===== src/rtl/slc_pkg.sv =====
// shared types and constants for the signed log compressor
// no dependencies

package slc_pkg;

    localparam int SAMPLE_W           = 32;
    localparam int RESULT_W           = 21;
    localparam int LOG2_FRAC          = 28;
    localparam int Z_W                = 32;
    localparam int E_W                = 5;
    localparam int A_W                = E_W + LOG2_FRAC;
    localparam int K_W                = 30;
    localparam int P_W                = A_W + K_W;
    localparam int SUM_W              = 64;
    localparam int IN_FRAC_BITS_DEF   = 16;
    localparam int OUT_FRAC_BITS_DEF  = 16;

    localparam logic [K_W-1:0] K_LN2     = 30'd744261118;
    localparam logic [K_W-1:0] K_LOG10_2 = 30'd323228497;

    localparam logic [SUM_W-1:0] MAG_POS_MAX = SUM_W'((64'd1 << (RESULT_W - 1)) - 64'd1);
    localparam logic [SUM_W-1:0] MAG_NEG_MAX = SUM_W'(64'd1 << (RESULT_W - 1));

    localparam int APB_AW   = 3;
    localparam int APB_DW   = 32;
    localparam int CFG_IDX_W = 1;
    localparam logic [CFG_IDX_W-1:0] REG_LOG_BASE = 1'b0;

    localparam logic BASE_NATURAL = 1'b0;

    typedef struct packed {
        logic                 valid;
        logic                 neg;
        logic [E_W-1:0]       e;
        logic [LOG2_FRAC-1:0] frac;
        logic [Z_W-1:0]       z;
    } t_sq_bus;

endpackage


===== src/rtl/slc_sqr_stage.sv =====
// one squaring step of the base-two logarithm, yields one fraction bit
// depends on slc_pkg

module slc_sqr_stage import slc_pkg::*; (
    input  logic    i_clk,
    input  logic    i_rst_n,
    input  logic    i_en,
    input  t_sq_bus i_bus,
    output t_sq_bus o_bus
);

    logic [2*Z_W-1:0] n_sq;
    logic [Z_W:0]     n_t;
    t_sq_bus          n_bus;
    t_sq_bus          r_bus;

    always_comb begin
        n_sq  = (2*Z_W)'(i_bus.z) * (2*Z_W)'(i_bus.z);
        n_t   = n_sq[2*Z_W-1:Z_W-1];
        n_bus = i_bus;
        n_bus.frac = {i_bus.frac[LOG2_FRAC-2:0], n_t[Z_W]};
        n_bus.z    = n_t[Z_W] ? n_t[Z_W:1] : n_t[Z_W-1:0];
    end

    always_ff @(posedge i_clk) begin
        if (!i_rst_n) begin
            r_bus.valid <= 1'b0;
        end else if (i_en) begin
            r_bus <= n_bus;
        end
    end

    assign o_bus = r_bus;

endmodule


===== config.mk =====
export PLATFORM = sky130hd
export DESIGN_NAME = slc_sqr_stage
export DESIGN_NICKNAME = d
export VERILOG_FILES = /design/src/rtl/slc_pkg.sv /design/src/rtl/slc_sqr_stage.sv
export SDC_FILE = /design/constraint.sdc
export NUM_CORES = 2
export LEC_CHECK = 0
export ABC_AREA = 0
export BUFFER_PORTS_ARGS = -buffer_cell sky130_fd_sc_hd__buf_2
export CAP_MARGIN = 20
export CORE_UTILIZATION = 40
export CTS_CLUSTER_DIAMETER = 60
export CTS_CLUSTER_SIZE = 30
export DETAILED_ROUTE_END_ITERATION = 8
export HOLD_SLACK_MARGIN = 0.08
export PLACE_DENSITY = 0.62
export RECOVER_POWER = 50
export SYNTH_ARGS = -nofsm -noshare
export SYNTH_HDL_FRONTEND = slang
export SYNTH_SLANG_ARGS = --single-unit

===== constraint.sdc =====
create_clock -name i_clk -period 18.8 [get_ports i_clk]
set_input_delay 2.82 -clock i_clk [delete_from_list [all_inputs] [get_ports i_clk]]
set_output_delay 2.82 -clock i_clk [all_outputs]
set_load 0.02 [all_outputs]

==> flow_summary.yaml <==
outcome:
  status: "completed"
clock_network:
  cts.path.max_buffers: 2
  htree_levels: 3
  clk_latency_ps: 330
  cts_made_buffers: 9
  cts_resized: 0
  post_cts_buffers: 0
  cts_root_buffer: "clkbuf_16"
  ctsHoldBuffers: 0
  cts_tree: "yes"
  cts.sinks: 67
  path_clk_slew_ps: 60
drt:
  wl_per_cell_um: 18.0
  firstDrtPassIters: 6
  via_per_inst: 4.91
  vias: 21800
  antenna_left: 0
  totalWireLength_um: 80100
  drc: 0
  drtIter0Drc: 954
timing:
  tightest_slew_ps: 1140
  timing.final.crit_share_pct: 63.2
  rsz0062_at_grt: "no"
  finalMaxSlewViolations: 0
  finalSetupTns_ps: 0
  skew_ps: 0
  hold_viol: 0
  period_needed_ps: 11880
  setup_viol_count_final: 0
  fmax_mhz: 84.2
  relSlewSlack_pct: 23.4
floorplanning:
  placement_rows: 103
  die_height_um: 285
  start_util_pct: 40.4
  core_area_um2: 79000
  die_area_um2: 81000
  die_x_um: 285
  pin_count: 137
cells_and_area:
  n_fill_cell: 7783
  regArea_um2: 2000
  syn_to_final_growth_pct: 5.85
  multi_input_area_um2: 25700
  fin_nets: 4541
  layout-drive-gt1-share_pct: 4.49
  largest_register_ffs: 67
grt:
  globalRouteTotalUtil_pct: 21.0
  grt_pass1_vias: 24400
  antenna_found_initial: 0
  gr-total-overflow: 0
  grt_max_degree: 56
  grt_pass1_wl_um: 132000
placed_design:
  globalplace.congestion: 0.916
  dpl.hpwl_um: 63600
  port_buffers: 135
critical_path:
  path_class: "input port to register"
  cp.arrival_ps: 11950
  regToRegSetupSlack_ps: 18210
  cp-end-kind: "register"
  critPathMaxFanout: 35
  startpoint_type: "input port"
  critPathRequiredTime_ps: 18870
logic_synthesis:
  yosys.cell_types.count: 69
  async_flop_share_pct: 0
  ys_seq_area_share_pct: 6.27
  synth_enable_flop_cells: 66
  yosysTopAreaCellShare_pct: 49.6
  ys.flop_type: "edfxtp_1"
  synth-seq-cells: 67
  synthCells: 3340
  netlist_top_cells_area: "fa_1 50%, ha_1 12%, inv_1 12%"
  ys_warn_count: 0
  synth_top_area_cell: "fa_1"
  synth_fp_nets: 4501
  netlist_area_um2: 31900
  avgSynthCellArea_um2: 9.56
min_path:
  min_path_type: "register to register"
job:
  drv_cap: 0
## layout by cell type, fill, tap and decap left out, types with 17 or more instances in the layout
| master | Yosys | layout |
|---|---|---|
| a21o_1 | 26 | 26 |
| a21oi_1 | 78 | 78 |
| and2_1 | 230 | 229 |
| buf_2 | 6 | 79 |
| buf_4 | 1 | 22 |
| clkbuf_1 | 118 | 57 |
| edfxtp_1 | 66 | 66 |
| fa_1 | 791 | 791 |
| ha_1 | 300 | 300 |
| inv_1 | 986 | 986 |
| nand2_1 | 297 | 297 |
| nand3_1 | 17 | 17 |
| nand4_1 | 22 | 22 |
| nor2_1 | 77 | 77 |
| o21ai_0 | 47 | 47 |
| xnor2_1 | 36 | 36 |
| xor2_1 | 37 | 37 |
## final cells by class
cell class	count	area share, %
multi-input cells	2157	76.1
flip-flops and latches	67	5.92
inverters	988	11.0
well taps	1050	3.89
repair buffers	157	2.28
clock buffers	10	0.677
diodes	3	0.0222
clock inverters	6	0.167
## kinds of logic (layout without fill, tap and decap cells)
group	Yosys count	after routing	synth area share, %
and+or+nand+nor	695	695	10.6
xor gates and xnor gates	73	73	2.00
DFF	67	67	6.27
adders and majority gates	1091	1091	61.3
other	0	3	0
AOI/OAI and AO/OA	268	268	5.51
buffers and inverters	1116	1161	13.2
muxes	30	30	1.02
## stage by stage
stage / util, % / worst slack [ps] / hold slack [ps] / std cells / area [um^2]
finish: 42.8 / 6920 / 529 / 4438 / 33800
CTS: 42.9 / 7070 / 532 / 4435 / 33900
global placement: 42.5 / 6840 / 505 / 4419 / 33600
floorplan: - / 8610 / 589 / 3340 / 31900
global route: 42.8 / 6610 / 581 / 4435 / 33800
detailed placement: 42.5 / 6760 / 512 / 4419 / 33600
## Yosys cell counts (17+ instances only)
cell / n
a21o_1: 26
a21oi_1: 78
and2_1: 230
clkbuf_1: 118
edfxtp_1: 66
fa_1: 791
ha_1: 300
inv_1: 986
nand2_1: 297
nand3_1: 17
nand4_1: 22
nor2_1: 77
o21ai_0: 47
xnor2_1: 36
xor2_1: 37
## metal layers
metal | wire length [um] | vias to the layer above | GRT usage [%]
met4 | 1850 | 0 | 4.76
met2 | 41500 | 450 | 37.6
met3 | 3380 | 87 | 2.39
met1 | 33400 | 11300 | 26.9
met5 | 0 | - | 0
li1 | - | 9954 | -
## final timing paths
| path | start | end | cells past startpoint |
|---|---|---|---|
| max reg2reg | o_bus[66] | o_bus[66] | 2 |
| min | o_bus[66] | o_bus[66] | 2 |
| max | i_bus[6] | o_bus[17] | 23 |
| min reg2reg | o_bus[66] | o_bus[66] | 2 |
## critical path, cell delays in order
cell and delay (ps):
buf_2 710, inv_1 480, nor2_1 320, fa_1 490, fa_1 520, fa_1 530
inv_1 60, fa_1 500, inv_1 60, fa_1 480, fa_1 560, fa_1 440
fa_1 480, ha_1 400, nand4_1 230, nor3_1 220, a22oi_1 140, a311oi_1 940
o2111a_1 360, or4b_4 170, nand3_4 360, inv_4 290, mux2_1 350
Power is left out: the tool's default activity adds up to more than one toggle a clock period on the data nets, which glitch-free logic cannot reach.
