$ cat config.mk
export PLATFORM = sky130hd
export DESIGN_NAME = slc_scale
export DESIGN_NICKNAME = d
export VERILOG_FILES = /design/src/rtl/slc_pkg.sv /design/src/rtl/slc_scale.sv
export SDC_FILE = /design/constraint.sdc
export NUM_CORES = 2
export LEC_CHECK = 0
export ABC_AREA = 1
export BUFFER_PORTS_ARGS = -buffer_cell sky130_fd_sc_hd__buf_2
export CAP_MARGIN = 20
export CORE_ASPECT_RATIO = 1.2
export CORE_MARGIN = 2
export CORE_UTILIZATION = 65
export DETAILED_ROUTE_END_ITERATION = 6
export PLACE_DENSITY = 0.91
export SLEW_MARGIN = 20
export SYNTH_ARGS = -nofsm -noshare
export SYNTH_HDL_FRONTEND = slang
export SYNTH_SLANG_ARGS = --single-unit
$ cat constraint.sdc
create_clock -name i_clk -period 13.1 [get_ports i_clk]
set_clock_uncertainty 0.1 [all_clocks]
set_input_delay 1.965 -clock i_clk [delete_from_list [all_inputs] [get_ports i_clk]]
set_output_delay 1.965 -clock i_clk [all_outputs]
set_load 0.03 [all_outputs]
$ cat src/rtl/slc_pkg.sv
// shared types and constants for the signed log compressor
// no dependencies

package slc_pkg;

    localparam int SAMPLE_W           = 32;
    localparam int RESULT_W           = 21;
    localparam int LOG2_FRAC          = 28;
    localparam int Z_W                = 32;
    localparam int E_W                = 5;
    localparam int A_W                = E_W + LOG2_FRAC;
    localparam int K_W                = 30;
    localparam int P_W                = A_W + K_W;
    localparam int SUM_W              = 64;
    localparam int IN_FRAC_BITS_DEF   = 16;
    localparam int OUT_FRAC_BITS_DEF  = 16;

    localparam logic [K_W-1:0] K_LN2     = 30'd744261118;
    localparam logic [K_W-1:0] K_LOG10_2 = 30'd323228497;

    localparam logic [SUM_W-1:0] MAG_POS_MAX = SUM_W'((64'd1 << (RESULT_W - 1)) - 64'd1);
    localparam logic [SUM_W-1:0] MAG_NEG_MAX = SUM_W'(64'd1 << (RESULT_W - 1));

    localparam int APB_AW   = 3;
    localparam int APB_DW   = 32;
    localparam int CFG_IDX_W = 1;
    localparam logic [CFG_IDX_W-1:0] REG_LOG_BASE = 1'b0;

    localparam logic BASE_NATURAL = 1'b0;

    typedef struct packed {
        logic                 valid;
        logic                 neg;
        logic [E_W-1:0]       e;
        logic [LOG2_FRAC-1:0] frac;
        logic [Z_W-1:0]       z;
    } t_sq_bus;

endpackage

$ cat src/rtl/slc_scale.sv
// base change by constant multiply, then rounding, sign and saturation
// depends on slc_pkg

module slc_scale import slc_pkg::*; #(
    parameter int IN_FRAC_BITS  = IN_FRAC_BITS_DEF,
    parameter int OUT_FRAC_BITS = OUT_FRAC_BITS_DEF
) (
    input  logic                       i_clk,
    input  logic                       i_rst_n,
    input  logic                       i_en,
    input  logic                       i_log_base,
    input  t_sq_bus                    i_bus,
    output logic                       o_valid,
    output logic signed [RESULT_W-1:0] o_result
);

    localparam int RND_POS = 2*LOG2_FRAC + 1 - OUT_FRAC_BITS;
    localparam int SHIFT   = RND_POS + 1;

    logic [A_W-1:0]             n_a;
    logic [K_W-1:0]             n_k;
    logic                       r_p_valid;
    logic                       r_p_neg;
    logic [P_W-1:0]             r_p;
    logic [SUM_W-1:0]           n_sum;
    logic [SUM_W-1:0]           n_mag;
    logic [SUM_W-1:0]           n_lim;
    logic [SUM_W-1:0]           n_sat;
    logic signed [RESULT_W-1:0] n_result;
    logic                       r_res_valid;
    logic signed [RESULT_W-1:0] r_res;

    always_comb begin
        n_a = {i_bus.e - E_W'(IN_FRAC_BITS), i_bus.frac};
        n_k = (i_log_base == BASE_NATURAL) ? K_LN2 : K_LOG10_2;
    end

    always_ff @(posedge i_clk) begin
        if (!i_rst_n) begin
            r_p_valid <= 1'b0;
        end else if (i_en) begin
            r_p_valid <= i_bus.valid;
        end
    end

    always_ff @(posedge i_clk) begin
        if (i_en) begin
            r_p_neg <= i_bus.neg;
            r_p     <= P_W'(n_a) * P_W'(n_k);
        end
    end

    always_comb begin
        n_sum    = SUM_W'(r_p) + (SUM_W'(1) << RND_POS);
        n_mag    = n_sum >> SHIFT;
        n_lim    = r_p_neg ? MAG_NEG_MAX : MAG_POS_MAX;
        n_sat    = (n_mag > n_lim) ? n_lim : n_mag;
        n_result = r_p_neg ? -RESULT_W'(n_sat) : RESULT_W'(n_sat);
    end

    always_ff @(posedge i_clk) begin
        if (!i_rst_n) begin
            r_res_valid <= 1'b0;
        end else if (i_en) begin
            r_res_valid <= r_p_valid;
        end
    end

    always_ff @(posedge i_clk) begin
        if (i_en) begin
            r_res <= n_result;
        end
    end

    assign o_valid  = r_res_valid;
    assign o_result = r_res;

endmodule

==> flow_summary.json <==
{
  "grt_max_degree": 48,
  "ys_seq_area_frac": 0.0537,
  "met3_length_um": 4660,
  "start_util": 0.656,
  "grt_util_all_layers": 0.376,
  "die_h_um": 220,
  "hold_path_end": "o_valid",
  "crit_family": "adder cells",
  "fin_tns_setup_ns": 0,
  "antenna_found_initial": 0,
  "finalSetupViolations": 0,
  "hp-class": "reg -> reg",
  "seq_area_um2": 1360,
  "crit_fanout": 34,
  "clock_path_buffers": 2,
  "row_count": 79,
  "status": "finished clean",
  "fmaxAchievable_mhz": 99.6,
  "io_pins": 93,
  "synth_cells": 2921,
  "netlist_area_um2": 25400,
  "fp.dieW_um": 184,
  "critPathBufInv": 8,
  "area_growth_pct": 4.36,
  "regToRegEndpoint": "o_result[16]",
  "worst_setup_path_start_kind": "primary input",
  "cts_buffers": 5,
  "period_minus_slack_ns": 10.04,
  "drv_cap": 0,
  "worst-r2r-cell-count": 27,
  "dieArea_um2": 40600,
  "fillers": 3115,
  "clk_pin_slew_ns": 0.07,
  "drt-initial-drc-count": 1329,
  "cp_slowest_cell": "nor2_1",
  "path_class": "in -> reg",
  "grt-ovfl-total": 0,
  "synth-seq-cells": 46,
  "yosysTopAreaCell": "fa_1",
  "clkSinkCount": 46,
  "required_ns": 13.03,
  "clock-root-buffer": "clkbuf_16",
  "worst_pin_slew_ns": 1.06,
  "synth_top_area_frac": 0.411,
  "post_drt_wl_per_cell_um": 20.8,
  "via_count": 19100,
  "finalWirelength_um": 72900,
  "routed_via_density": 5.45,
  "cts_tree": "done",
  "top_layer": "met4",
  "synth_ff_type": "edfxtp_1",
  "min_path_cells": 2,
  "multi_input_area_um2": 20400,
  "grt_pass1_vias": 20300,
  "ant_nets": 0,
  "yosys-top-cells-area": "fa_1, ha_1, inv_1",
  "hpwlAfterDp_um": 66500,
  "portBuffers": 60,
  "avgSynthCellArea_um2": 8.68,
  "ff2ff_setup_slack_ns": 8.40,
  "ys.warnings.count": 0,
  "gp_congestion": 1.01,
  "htree_levels": 2,
  "finalHoldViolCount": 0,
  "hold_start": "r_p_valid",
  "dr.pass1.iters": 7,
  "met1_length_um": 26400,
  "post_cts_buffers": 0,
  "wl_met2_um": 35000,
  "crit_path_max_incr_delay_ns": 0.67,
  "clock_latency_ns": 0.29,
  "hold_slack_ns": 0.403,
  "end_kind": "flip-flop",
  "r2r_start": "r_p[41]",
  "cts.repair.resized": 0,
  "maxSlewHeadroom": 0.288,
  "synthDistinctLibCells": 50,
  "arrival_ns": 9.98,
  "cp.depth": 29,
  "drv_slew": 0,
  "synth-edff-count": 44,
  "diodes": 0,
  "drc": 0,
  "drive_gt1_frac": 0.0587,
  "hold_buffers": 0,
  "core_area_um2": 38600,
  "synthArstFlopShare": 0,
  "rsz0062_at_grt": "false",
  "period_share": 0.767,
  "final_nets": 3987,
  "grt_pass1_wl_um": 112000
}
[registers in the layout (all words and copies together) (netlist names)]
| name | flops |
|---|---|
| r_p | 22 |
| o_result | 21 |
| o_valid | 1 |
| r_p_neg | 1 |
| r_p_valid | 1 |
[synthesized netlist by cell type (all sizes together), types with 25 or more instances]
library cell and number:
nor2 234, nand2 326, ha 414, inv 930, xor2 27, or2 47, a31oi 25, nand3 47
clkbuf 40, o21ai 69, fa 521, edfxtp 44, a21oi 97
[cell families after synthesis]
logic type	count (synthesis)	share of synthesized area
DFF	46	0.0537
and+or+nand+nor	696	0.121
buffers and inverters	981	0.146
xor gates and xnor gates	49	0.0169
adders and majority gates	935	0.616
AOI/OAI and AO/OA	212	0.0456
other	2	0.000296
[routing by layer]
| layer | vias to the layer above | GRT usage |
|---|---|---|
| li1 | 8740 | - |
| met1 | 9299 | 0.446 |
| met2 | 826 | 0.630 |
| met3 | 262 | 0.0509 |
| met4 | 0 | 0.278 |
| met5 | - | 0 |
[tightest hold or removal path: stages, from the launching register on]
cell	delay, ns
dfxtp_1	0.31
nor2_1	0.10
nor2_1	0.05
[layout by cell type (no fill, tap or decap), drive strengths merged, types with 2 or more instances in the layout]
cell type  count
o21a           2
o21ai         69
and3           3
inv          930
buf           70
nor2         234
clkbuf         6
a21o           5
a31oi         25
nand3         47
a21oi         97
xor2          27
dfxtp          2
ha           414
edfxtp        44
nor3          22
conb          35
o211ai         5
or2           47
fa           521
nand4         12
xnor2         22
a41oi          2
nor4           3
nand2        326
[area by class of cell]
| cell class | instances | share of cell area |
|---|---|---|
| Clock inverter | 2 | 0.00142 |
| Tap cell | 526 | 0.0249 |
| Inverter | 931 | 0.132 |
| Timing Repair Buffer | 70 | 0.0142 |
| Clock buffer | 6 | 0.00487 |
| Sequential cell | 46 | 0.0514 |
| Multi-Input combinational cell | 1927 | 0.771 |
[how the worst max path moves through the flow]
stage,start,to,slack [ns]
after floorplan,i_log_base,r_p[59],4.12
after global placement,i_log_base,r_p[50],2.92
after detailed placement,i_log_base,r_p[59],2.85
after CTS,i_log_base,r_p[59],3.12
after global routing,i_log_base,r_p[56],2.73
final,i_log_base,r_p[59],3.06
[metrics by stage]
| step | worst slack, ns | util | instance area [um2] | instances |
|---|---|---|---|---|
| 4_1_cts | 3.12 | 0.685 | 26500 | 3508 |
| 3_3_place_gp | 2.92 | 0.680 | 26300 | 3500 |
| 5_1_grt | 2.73 | 0.685 | 26500 | 3508 |
| 2_1_floorplan | 4.12 | - | 25500 | 2954 |
| 3_5_place_dp | 2.85 | 0.680 | 26300 | 3500 |
| 6_report | 3.06 | 0.685 | 26500 | 3508 |
Power is left out: the tool's default activity adds up to more than one toggle a clock period on the data nets, which glitch-free logic cannot reach.
