--- config.mk ---
export PLATFORM = sky130hd
export DESIGN_NAME = slc_front
export DESIGN_NICKNAME = d
export VERILOG_FILES = /design/src/rtl/slc_pkg.sv /design/src/rtl/slc_front.sv
export SDC_FILE = /design/constraint.sdc
export NUM_CORES = 1
export LEC_CHECK = 0
export ABC_CLOCK_PERIOD_IN_PS = 4370
export BUFFER_PORTS_ARGS = -buffer_cell sky130_fd_sc_hd__buf_2
export CORE_MARGIN = 10
export CORE_UTILIZATION = 30
export DETAILED_ROUTE_END_ITERATION = 8
export GPL_TIMING_DRIVEN = 0
export REMOVE_ABC_BUFFERS = 1
export SLEW_MARGIN = 20
export SYNTH_ARGS = -nofsm -noshare
export SYNTH_HDL_FRONTEND = slang
export SYNTH_SLANG_ARGS = --single-unit
--- constraint.sdc ---
create_clock -name i_clk -period 4.37 [get_ports i_clk]
set_input_delay 0.437 -clock i_clk [delete_from_list [all_inputs] [get_ports i_clk]]
set_output_delay 0.437 -clock i_clk [all_outputs]
set_load 0.01 [all_outputs]
--- src/rtl/slc_pkg.sv ---
// shared types and constants for the signed log compressor
// no dependencies

package slc_pkg;

    localparam int SAMPLE_W           = 32;
    localparam int RESULT_W           = 21;
    localparam int LOG2_FRAC          = 28;
    localparam int Z_W                = 32;
    localparam int E_W                = 5;
    localparam int A_W                = E_W + LOG2_FRAC;
    localparam int K_W                = 30;
    localparam int P_W                = A_W + K_W;
    localparam int SUM_W              = 64;
    localparam int IN_FRAC_BITS_DEF   = 16;
    localparam int OUT_FRAC_BITS_DEF  = 16;

    localparam logic [K_W-1:0] K_LN2     = 30'd744261118;
    localparam logic [K_W-1:0] K_LOG10_2 = 30'd323228497;

    localparam logic [SUM_W-1:0] MAG_POS_MAX = SUM_W'((64'd1 << (RESULT_W - 1)) - 64'd1);
    localparam logic [SUM_W-1:0] MAG_NEG_MAX = SUM_W'(64'd1 << (RESULT_W - 1));

    localparam int APB_AW   = 3;
    localparam int APB_DW   = 32;
    localparam int CFG_IDX_W = 1;
    localparam logic [CFG_IDX_W-1:0] REG_LOG_BASE = 1'b0;

    localparam logic BASE_NATURAL = 1'b0;

    typedef struct packed {
        logic                 valid;
        logic                 neg;
        logic [E_W-1:0]       e;
        logic [LOG2_FRAC-1:0] frac;
        logic [Z_W-1:0]       z;
    } t_sq_bus;

endpackage

--- src/rtl/slc_front.sv ---
// front end: magnitude, offset by one, leading-one search and mantissa normalize
// depends on slc_pkg

module slc_front import slc_pkg::*; #(
    parameter int IN_FRAC_BITS = IN_FRAC_BITS_DEF
) (
    input  logic                i_clk,
    input  logic                i_rst_n,
    input  logic                i_en,
    input  logic                i_valid,
    input  logic [SAMPLE_W-1:0] i_sample,
    output t_sq_bus             o_bus
);

    logic                r_a_valid;
    logic                r_a_neg;
    logic [Z_W-1:0]      r_a_v;
    logic [Z_W-1:0]      n_a_mag;
    logic [Z_W-1:0]      n_a_v;
    logic [E_W-1:0]      n_e;
    t_sq_bus             n_bus;
    t_sq_bus             r_bus;

    always_comb begin
        n_a_mag = i_sample[SAMPLE_W-1] ? Z_W'(-i_sample) : Z_W'(i_sample);
        n_a_v   = n_a_mag + Z_W'(64'd1 << IN_FRAC_BITS);
    end

    always_ff @(posedge i_clk) begin
        if (!i_rst_n) begin
            r_a_valid <= 1'b0;
        end else if (i_en) begin
            r_a_valid <= i_valid;
        end
    end

    always_ff @(posedge i_clk) begin
        if (i_en) begin
            r_a_neg <= i_sample[SAMPLE_W-1];
            r_a_v   <= n_a_v;
        end
    end

    always_comb begin
        n_e = '0;
        for (int i = 0; i < Z_W; i++) begin
            if (r_a_v[i]) begin
                n_e = E_W'(i);
            end
        end
        n_bus.valid = r_a_valid;
        n_bus.neg   = r_a_neg;
        n_bus.e     = n_e;
        n_bus.frac  = '0;
        n_bus.z     = r_a_v << (E_W'(Z_W - 1) - n_e);
    end

    always_ff @(posedge i_clk) begin
        if (!i_rst_n) begin
            r_bus.valid <= 1'b0;
        end else if (i_en) begin
            r_bus <= n_bus;
        end
    end

    assign o_bus = r_bus;

endmodule

==> summary.md, run 1 <==
| Metric | Value |
|---|---|
| Run status | `finished clean` |
| CP dominant cell by count | `buf_4` |
| Mapped Cells | `580` |
| Synth warnings | `0` |
| Die height | `156.7 um` |
| Die Span X | `156.7 um` |
| Least-Margin Pin Slew | `1059 ps` |
| Async S/R FF share, synth | `0%` |
| Arrival time worst endpoint | `4200 ps` |
| Hold path endpoint | `r_a_v[0]` |
| Vias | `4786` |
| Peak supply drop | `0.1842 mV` |
| Routed length per instance | `17.74 um` |
| First DRT Iteration DRCs | `427` |
| PwrDens | `347.6 nW/um2` |
| Final Hold Fails | `0` |
| HP Start | `i_sample[0]` |
| Clock skew | `10.93 ps` |
| First-pass GRT wire length | `24110 um` |
| Count of final setup violators | `0` |
| Setup CP Type | `reg2reg` |
| Hold Worst Slack | `322.3 ps` |
| Vias in the first global route | `4561` |
| Final ANT Viol Nets | `0` |
| Number of diodes | `0` |
| Grt ovf | `0` |
| R2R depth | `10` |
| Largest net degree at the start of global routing | `37` |
| Synth area leaders | `edfxtp_1 38%, a211oi_1 4.4%, buf_4 3.8%` |
| Root Buffer | `clkbuf_16` |
| Fin Setup TNS | `0 ps` |
| Hold Path Class | `in2reg` |
| MaxCap Viol Count | `0` |
| Clock share of power | `30.2%` |
| Synthesized flop and latch total | `73` |
| Area leader, netlist | `edfxtp_1` |
| Clock Latency Late Sink | `340 ps` |
| Final Wtd Congestion | `0.9071` |
| Reg clk slew, reported paths | `60 ps` |
| Slew headroom | `29.15%` |
| Layout Nets | `673` |
| Synthesized area per cell | `9.662 um2` |
| Final min period | `4133 ps` |
| Critical Path Source Type | `flop` |
| # resized after CTS | `0` |
| Fmax | `242.0 MHz` |
| Worst path bufs/invs | `3` |
| Leakage power | `2.278 nW` |
| Critical path cell sequence | `or3_1, o211ai_1, o211ai_1, buf_4, buf_4, buf_4, a211oi_1, o32ai_1, a221oi_1, o221ai_1` |
| Worst-path maximum fanout | `12` |
| Internal power | `1.481 mW` |
| TritonRoute pass-1 iters | `7` |
| Synthesized cell area | `5604 um2` |
| Reg power frac | `41.8%` |
| Combinational power share | `27.9%` |
| CTS tree | `yes` |
| I/O Buffers | `74` |
| Delay-heaviest family, CP | `compound AO/OA/AOI/OAI gates` |
| Final core occ | `34.98%` |
| RSZ-0062 raised after global routing | `no` |
| Register area share after synthesis | `38.76%` |
| Vias per std cell | `5.507` |
| Effective utilization at floorplan | `30.88%` |
| Final Max Slew Viols | `0` |
| Layout area overhead | `13.26%` |
| Crit-path slowest cell | `o211ai_1` |
| Switching share of power | `32.88%` |
| Leading cell type in the layout, fill and taps excluded | `buf_2` |
| Total GRT Usage | `12.08%` |
| Worst endpoint required time | `4430 ps` |
| Core Area | `18150 um2` |
| Fraction of layout cells with a size suffix above 1 | `18.59%` |
| Drc violations | `0` |
| Number of antenna violations at the first check in global routing | `0` |
| Top-area cell type share of the netlist area | `38.04%` |
| Total CTS buffers | `9` |
| EDFF count, synth | `71` |
| Register-to-register setup slack | `240 ps` |
| Top_reg_cell synth | `edfxtp_1` |
| Worst Hold Depth | `1` |
| Std cell rows | `49` |
| Most frequent cells in the layout | `74 x buf_2, 71 x edfxtp_1, 42 x nor2_1` |
| Total clock sinks | `73` |
| Total wire length | `15410 um` |
| Post-synth cell types | `80` |
| Setup crit end kind | `flop` |
| Setup bufs post-CTS | `0` |
| Final HPWL DP | `11970 um` |
| CTS Hold Bufs | `0` |
| Psw | `0.7256 mW` |
| Crit share post-route | `94.57%` |
| Critical R2R Launch | `r_a_v[22]` |
| CP max stage delay | `790 ps` |
| Overall power | `2.207 mW` |
| H-tree levels | `3` |
| Die ar. | `24550 um2` |
| Worst R2R End | `o_bus[29]` |
| # IOs | `103` |
| Maximum buffer depth of the clock tree | `2` |
Yosys cell counts, types with 18 or more instances:
| master | instances |
|---|---|
| inv_1 | 19 |
| edfxtp_1 | 71 |
| a211oi_1 | 33 |
| xnor2_1 | 24 |
| o21ai_0 | 21 |
| nor3_1 | 18 |
| a21oi_1 | 26 |
| nand2_1 | 25 |
| mux2i_1 | 19 |
| nor2_1 | 42 |
| buf_4 | 28 |
| clkbuf_1 | 25 |
worst max-delay path by stage:
stage | startpoint | to | depth (start not counted)
after global routing | i_sample[6] | r_a_v[28] | 11
after CTS | r_a_v[22] | o_bus[29] | 10
after floorplan | r_a_v[31] | o_bus[22] | 7
final | r_a_v[22] | o_bus[29] | 10
after global placement | r_a_v[31] | o_bus[30] | 7
after detailed placement | i_sample[6] | r_a_v[28] | 11
power groups by stage:
stage          sequential [mW]  combinational [mW]  clock (mW)
3_3_place_gp             0.937               0.593           0
5_1_grt                  0.932               0.675       0.714
3_5_place_dp             0.937               0.602           0
6_report                 0.923               0.616       0.667
2_1_floorplan            0.932               0.402           0
4_1_cts                  0.923               0.606       0.683
worst reg2reg max path, delay by kind of cell, from the launching register on:
family | cells | cell delay [ps]
AO/OA/AOI/OAI | 6 | 2310
buffers and inverters | 3 | 620
flip-flops | 1 | 500
AND/OR/NAND/NOR | 1 | 420
kinds of logic after synthesis:
kind of cell | count (synthesis) | share of synthesized area [%]
xor gates and xnor gates | 39 | 6.229
AOI/OAI and AO/OA | 196 | 26.79
adders and majority gates | 2 | 0.4465
buffers and inverters | 83 | 7.502
other | 1 | 0.06691
muxes | 24 | 4.800
and+or+nand+nor | 162 | 15.40
DFF | 73 | 38.76
registers in the layout (all words and copies together) (netlist names):
name,flops
r_a_v,32
r_a_valid,1
r_a_neg,1
o_bus,39
cell type report:
type                       instances  area, um2
fill                            1895      11800
multi-input combinational        451       3117
sequential                        73       2172
timing repair buffer              78      420.4
tap                              229      286.5
clock buffer                       9      225.2
inverter                          22      82.58
clock inverter                     7      43.79
per-layer routing:
metal | vias to the layer above | global-route usage, % | part of all wire [%]
li1 | 2346 | - | -
met1 | 2241 | 16.03 | 48
met2 | 174 | 18.36 | 44
met3 | 25 | 3.454 | 6.8
met4 | 0 | 4.225 | 2.1
met5 | - | 0 | 0
per-stage QoR:
stage | cells | setup slack, ps | cell area, um2
finish | 869 | 237.5 | 6347
global route | 869 | 104.8 | 6347
CTS | 869 | 314.9 | 6347
detailed placement | 853 | 30.86 | 6078
global placement | 849 | -1107 | 6025
floorplan | 546 | 51.33 | 5368
No activity file was read; power rests on OpenSTA's default activity.
==> run 2: changes to the inputs <==
--- a/config.mk
+++ b/config.mk
@@ -7,8 +7,8 @@
 export LEC_CHECK = 0
 export ABC_CLOCK_PERIOD_IN_PS = 4370
-export BUFFER_PORTS_ARGS = -buffer_cell sky130_fd_sc_hd__buf_2
 export CORE_MARGIN = 10
 export CORE_UTILIZATION = 30
 export DETAILED_ROUTE_END_ITERATION = 8
+export DONT_BUFFER_PORTS = 1
 export GPL_TIMING_DRIVEN = 0
 export REMOVE_ABC_BUFFERS = 1
==> constraint.sdc (replaced) <==
create_clock -name i_clk -period 4.37 [get_ports i_clk]
set_input_delay 0.2185 -clock i_clk [delete_from_list [all_inputs] [get_ports i_clk]]
set_output_delay 0.2185 -clock i_clk [all_outputs]
set_load 0.01 [all_outputs]
==> run 2 against run 1 <==
  * Register-to-register slack gained 50 ps
  * Sequential cell count stayed put
  * Maximum frequency is 1.3% higher
  * Routed wire length grew 5.8%
  * First-iteration DRC count decreased by 15%
  * Largest cell class unchanged
  * Total power grew 0.27%
  * Clock skew down 2.9 ps
  * Largest power group unchanged
  * Combinational power fell by 9.1%
  * Non-clock buffer count down 70
  * Sequential power is 2.4% higher
  * Sequential share of layout area rose by 1.7 points
  * Clock power increased by 6.0%
==> summary.md, run 2 (same netlist as run 1, synthesis figures left out) <==
| Metric | Value |
|---|---|
| Vias | `4639` |
| TritonRoute pass-1 iters | `5` |
| Reg power frac | `42.7%` |
| Setup crit end | `o_bus[24]` |
| Run status | `finished clean` |
| RSZ-0062 raised after global routing | `no` |
| Total GRT Usage | `13.11%` |
| Layout Nets | `603` |
| CTS tree | `yes` |
| Combinational power share | `25.3%` |
| Fraction of layout cells with a size suffix above 1 | `8.070%` |
| Worst R2R End | `o_bus[24]` |
| Fin Setup TNS | `0 ps` |
| Crit share post-route | `93.37%` |
| R2R depth | `7` |
| Final Max Slew Viols | `0` |
| Crit-path slowest cell | `o21a_1` |
| Total wire length | `16310 um` |
| Slew headroom | `29.98%` |
| Setup crit end kind | `flop` |
| Drc violations | `0` |
| Final Wtd Congestion | `0.9395` |
| First-pass GRT wire length | `25540 um` |
| H-tree levels | `3` |
| Leading cell type in the layout, fill and taps excluded | `edfxtp_1` |
| Number of antenna violations at the first check in global routing | `0` |
| Count of final setup violators | `0` |
| CP max stage delay | `900 ps` |
| Reg clk slew, reported paths | `50 ps` |
| Critical Path Source Type | `flop` |
| # IOs | `103` |
| Final HPWL DP | `12600 um` |
| Final Hold Fails | `0` |
| Vias in the first global route | `4563` |
| Die ar. | `24550 um2` |
| Setup CP Type | `reg2reg` |
| Register-to-register setup slack | `290 ps` |
| Clock Latency Late Sink | `340 ps` |
| Final min period | `4080 ps` |
| Peak supply drop | `0.1357 mV` |
| Psw | `0.6963 mW` |
| Die Span X | `156.7 um` |
| Grt ovf | `0` |
| Core Area | `18150 um2` |
| Die height | `156.7 um` |
| Largest net degree at the start of global routing | `37` |
| Routed length per instance | `20.41 um` |
| Total clock sinks | `73` |
| Maximum buffer depth of the clock tree | `2` |
| Fmax | `245.1 MHz` |
| I/O Buffers | `0` |
| First DRT Iteration DRCs | `364` |
| Max FFs per register | `39` |
| Critical path cell sequence | `nor4_2, o21a_1, inv_2, nand4_1, nor2_1, a211o_1, a221o_1` |
| Total CTS buffers | `9` |
| Least-Margin Pin Slew | `1046 ps` |
| Worst-path maximum fanout | `27` |
| Vias per std cell | `5.806` |
| Worst endpoint required time | `4460 ps` |
| Root Buffer | `clkbuf_16` |
| Hold Path Class | `in2reg` |
| Switching share of power | `31.47%` |
| Std cell rows | `49` |
| Layout area overhead | `7.814%` |
| Leakage power | `2.009 nW` |
| Internal power | `1.516 mW` |
| Clock share of power | `32.0%` |
| Number of diodes | `0` |
| Clock skew | `8.003 ps` |
| Critical R2R Launch | `r_a_v[31]` |
| Overall power | `2.213 mW` |
| Effective utilization at floorplan | `30.88%` |
| Arrival time worst endpoint | `4170 ps` |
| Final ANT Viol Nets | `0` |
| Most frequent cells in the layout | `71 x edfxtp_1, 42 x nor2_1, 33 x a211oi_1` |
| CP startpoint | `r_a_v[31]` |
| PwrDens | `366.2 nW/um2` |
| MaxCap Viol Count | `0` |
run 2: worst max-delay path, delay by kind of cell, from the launching register on:
kind                   cells  cell delay (ps)
buffers and inverters      1              490
AOI/OAI and AO/OA          3             1460
and+or+nand+nor            3             1340
DFF                        1              500
run 2: cell type report:
cell class | count | area [um2]
clock buffer | 10 | 229.0
clock inverter | 6 | 57.56
fill | 1869 | 12110
inverter | 22 | 82.58
multi-input combinational | 451 | 3120
sequential | 73 | 2172
tap | 229 | 286.5
timing repair buffer | 8 | 93.84
run 2: layer usage:
metal  track usage (%)  vias to the layer above  share of wire [%]
li1                  -                     2215                  -
met1             16.27                     2203                 44
met2             20.18                      197                 45
met3             4.715                       24                8.3
met4             5.528                        0                2.3
met5                 0                        -                  0
run 2: worst min-delay path by stage:
stage	from	to	slack (ps)	cells after the start
floorplan	i_sample[31]	r_a_neg	320	0
global placement	i_sample[0]	r_a_v[0]	320	0
detailed placement	i_sample[0]	r_a_v[0]	320	0
CTS	i_rst_n	o_bus[66]	5	1
global route	i_rst_n	r_a_valid	10	1
finish	i_rst_n	r_a_valid	10	1
run 2: power groups by stage:
stage	combinational, mW	clock [mW]	sequential [mW]
after CTS	0.548	0.723	0.944
after floorplan	0.402	0	0.932
final	0.560	0.707	0.945
after global placement	0.525	0	0.957
after global routing	0.615	0.761	0.954
after detailed placement	0.534	0	0.959
run 2: repair_timing:
action,in CTS,in global routing
pin swaps,1,1
buffers inserted,1,1
setup endpoints to repair,5,20
gates resized for setup,0,1
hold endpoints to repair,35,0
hold buffers,3,0
cloned,0,0
run 2: per-stage QoR:
| stage | area, um2 | hold slack (ps) | worst slack [ps] | utilization (%) | std cells |
|---|---|---|---|---|---|
| 2_1_floorplan | 5368 | 317.4 | 51.33 | - | 546 |
| 3_3_place_gp | 5654 | 317.8 | -1181 | 31.16 | 775 |
| 3_5_place_dp | 5697 | 317.7 | -16.17 | 31.39 | 778 |
| 4_1_cts | 6031 | 4.556 | 14.08 | 33.23 | 798 |
| 5_1_grt | 6042 | 13.40 | 106.3 | 33.29 | 799 |
| 6_report | 6042 | 12.97 | 289.9 | 33.29 | 799 |
==> run 3: changes to the inputs <==
PLACE_DENSITY = 0.4   (was not set)
TNS_END_PERCENT = 100   (was not set)
==> run 3 against run 2 <==
  * First-iteration DRC count increased by 3.6%
  * Die area unchanged
  * Cell count decreased by 0.13%
  * Clock-buffer cell count decreased by 1
  * Cell area increased by 0.50%
  * Hold slack got worse by 4.2 ps
  * Routed wire length increased by 2.3%
  * Clock skew decreased by 3.5 ps
  * Register-to-register slack about the same
  * Critical endpoint is now o_bus[30]
==> summary.md, run 3 (same netlist as run 1, synthesis figures left out) <==
| Metric | Value |
|---|---|
| Run status | `finished clean` |
| Hold Path Class | `in2reg` |
| Effective utilization at floorplan | `30.88%` |
| Fraction of layout cells with a size suffix above 1 | `9.666%` |
| Final Hold Fails | `0` |
| Worst path bufs/invs | `4` |
| Peak supply drop | `0.1807 mV` |
| Overall power | `2.216 mW` |
| HP Start | `i_rst_n` |
| Total CTS buffers | `9` |
| Worst Hold Depth | `1` |
| Number of diodes | `0` |
| Slew headroom | `31.31%` |
| H-tree levels | `3` |
| Root Buffer | `clkbuf_16` |
| PwrDens | `364.9 nW/um2` |
| R2R depth | `11` |
| CP dominant cell by count | `buf_4` |
| Vias per std cell | `5.738` |
| Number of antenna violations at the first check in global routing | `0` |
| Worst-path maximum fanout | `20` |
| Total wire length | `16680 um` |
| First DRT Iteration DRCs | `377` |
| Leading cell type in the layout, fill and taps excluded | `edfxtp_1` |
| Register-to-register setup slack | `280 ps` |
| Crit-path slowest cell | `mux4_2` |
| Layout Nets | `603` |
| RSZ-0062 raised after global routing | `no` |
| Max FFs per register | `39` |
| Count of final setup violators | `0` |
| Setup crit end kind | `flop` |
| I/O Buffers | `0` |
| Maximum buffer depth of the clock tree | `2` |
| Largest net degree at the start of global routing | `36` |
| Delay-heaviest family, CP | `compound AO/OA/AOI/OAI gates` |
| Drc violations | `0` |
| Total clock sinks | `73` |
| Final HPWL DP | `12930 um` |
| Final Wtd Congestion | `0.8827` |
| Core Area | `18150 um2` |
| Final min period | `4086 ps` |
| Reg clk slew, reported paths | `60 ps` |
| Die ar. | `24550 um2` |
| Fmax | `244.7 MHz` |
| Worst R2R End | `o_bus[30]` |
| Critical path cell sequence | `or3_1, a221oi_1, o21a_2, o211ai_1, buf_4, buf_4, buf_4, clkinv_2, mux4_2, mux2_2, o221a_2` |
| MaxCap Viol Count | `0` |
| Least-Margin Pin Slew | `1022 ps` |
| Hold path endpoint | `r_a_valid` |
| TritonRoute pass-1 iters | `4` |
| Vias | `4579` |
| Layout area overhead | `8.350%` |
| Critical R2R Launch | `r_a_v[16]` |
| Final ANT Viol Nets | `0` |
| Total GRT Usage | `13.45%` |
| Worst endpoint required time | `4460 ps` |
| Most frequent cells in the layout | `71 x edfxtp_1, 41 x nor2_1, 33 x a211oi_1` |
| Leakage power | `2.010 nW` |
| Grt ovf | `0` |
| CTS tree | `yes` |
| CP max stage delay | `620 ps` |
| Hold Worst Slack | `8.790 ps` |
| Routed length per instance | `20.91 um` |
| # IOs | `103` |
| Die height | `156.7 um` |
| Crit share post-route | `93.50%` |
| Clock skew | `4.488 ps` |
| Final Max Slew Viols | `0` |
| Critical Path Source Type | `flop` |
| Die Span X | `156.7 um` |
| Clock Latency Late Sink | `340 ps` |
| First-pass GRT wire length | `26430 um` |
| Vias in the first global route | `4701` |
| Std cell rows | `49` |
| Setup CP Type | `reg2reg` |
| Arrival time worst endpoint | `4180 ps` |
run 3: cell count changes in the layout (fill, tap and decap cells not counted), sizes merged:
cell,previous run,this run
clkinv,3,4
clkbuf,10,9
inv,23,21
clkinvlp,1,2
run 3: report_power, final:
part / switching, mW / internal [mW] / total [mW]
Clock: 0.273 / 0.434 / 0.707
Sequential: 0.0880 / 0.863 / 0.951
Combinational: 0.341 / 0.216 / 0.557
run 3: worst max path at each step:
stage           endpoint  depth (start not counted)  slack [ps]      start
2_1_floorplan  o_bus[22]                          7          50  r_a_v[31]
3_3_place_gp   o_bus[30]                          7       -1330  r_a_v[31]
3_5_place_dp   o_bus[29]                         10         -80  r_a_v[31]
4_1_cts        o_bus[30]                         11          40  r_a_v[12]
5_1_grt        o_bus[26]                         12           6  r_a_v[16]
6_report       o_bus[30]                         11         280  r_a_v[16]
run 3: what timing repair did:
action | in CTS | in global routing
setup endpoints to repair | 9 | 17
endpoints found under the hold margin | 35 | 0
resized for setup | 1 | 6
hold buffers | 3 | 0
pin swaps | 1 | 0
setup buffers | 1 | 0
run 3: final cells by class:
type                       count  area, um2
clock buffer                   9      225.2
tap                          229      286.5
clock inverter                 6      60.06
sequential                    73       2172
fill                        1864      12080
inverter                      22      83.83
timing repair buffer           8      90.09
multi-input combinational    451       3154
run 3: worst reg2reg max path: cells and delay by family, from the launching register on:
family	cells	cell delay, ps
compound gates	4	1090
buf+inv	4	880
flops	1	550
mux	2	950
simple gates	1	370
run 3: per-layer routing:
metal	global-route usage, %	part of all wire (%)	routed length [um]	vias up
li1	-	-	-	2204
met1	16.96	46	7650	2186
met2	21.19	45	7499	168
met3	3.673	6.9	1151	21
met4	5.753	2.3	384	0
met5	0	0	0	-
run 3: through the flow:
step / TNS, ps / utilization [%] / instances / setup WS [ps] / area [um2]
final: 0 / 33.46 / 798 / 284.0 / 6072
after CTS: 0 / 33.29 / 798 / 43.49 / 6042
after floorplan: 0 / - / 546 / 51.33 / 5368
after global placement: -29530 / 31.16 / 775 / -1327 / 5654
after detailed placement: -323.3 / 31.43 / 779 / -84.12 / 5703
after global routing: 0 / 33.46 / 798 / 6.280 / 6072
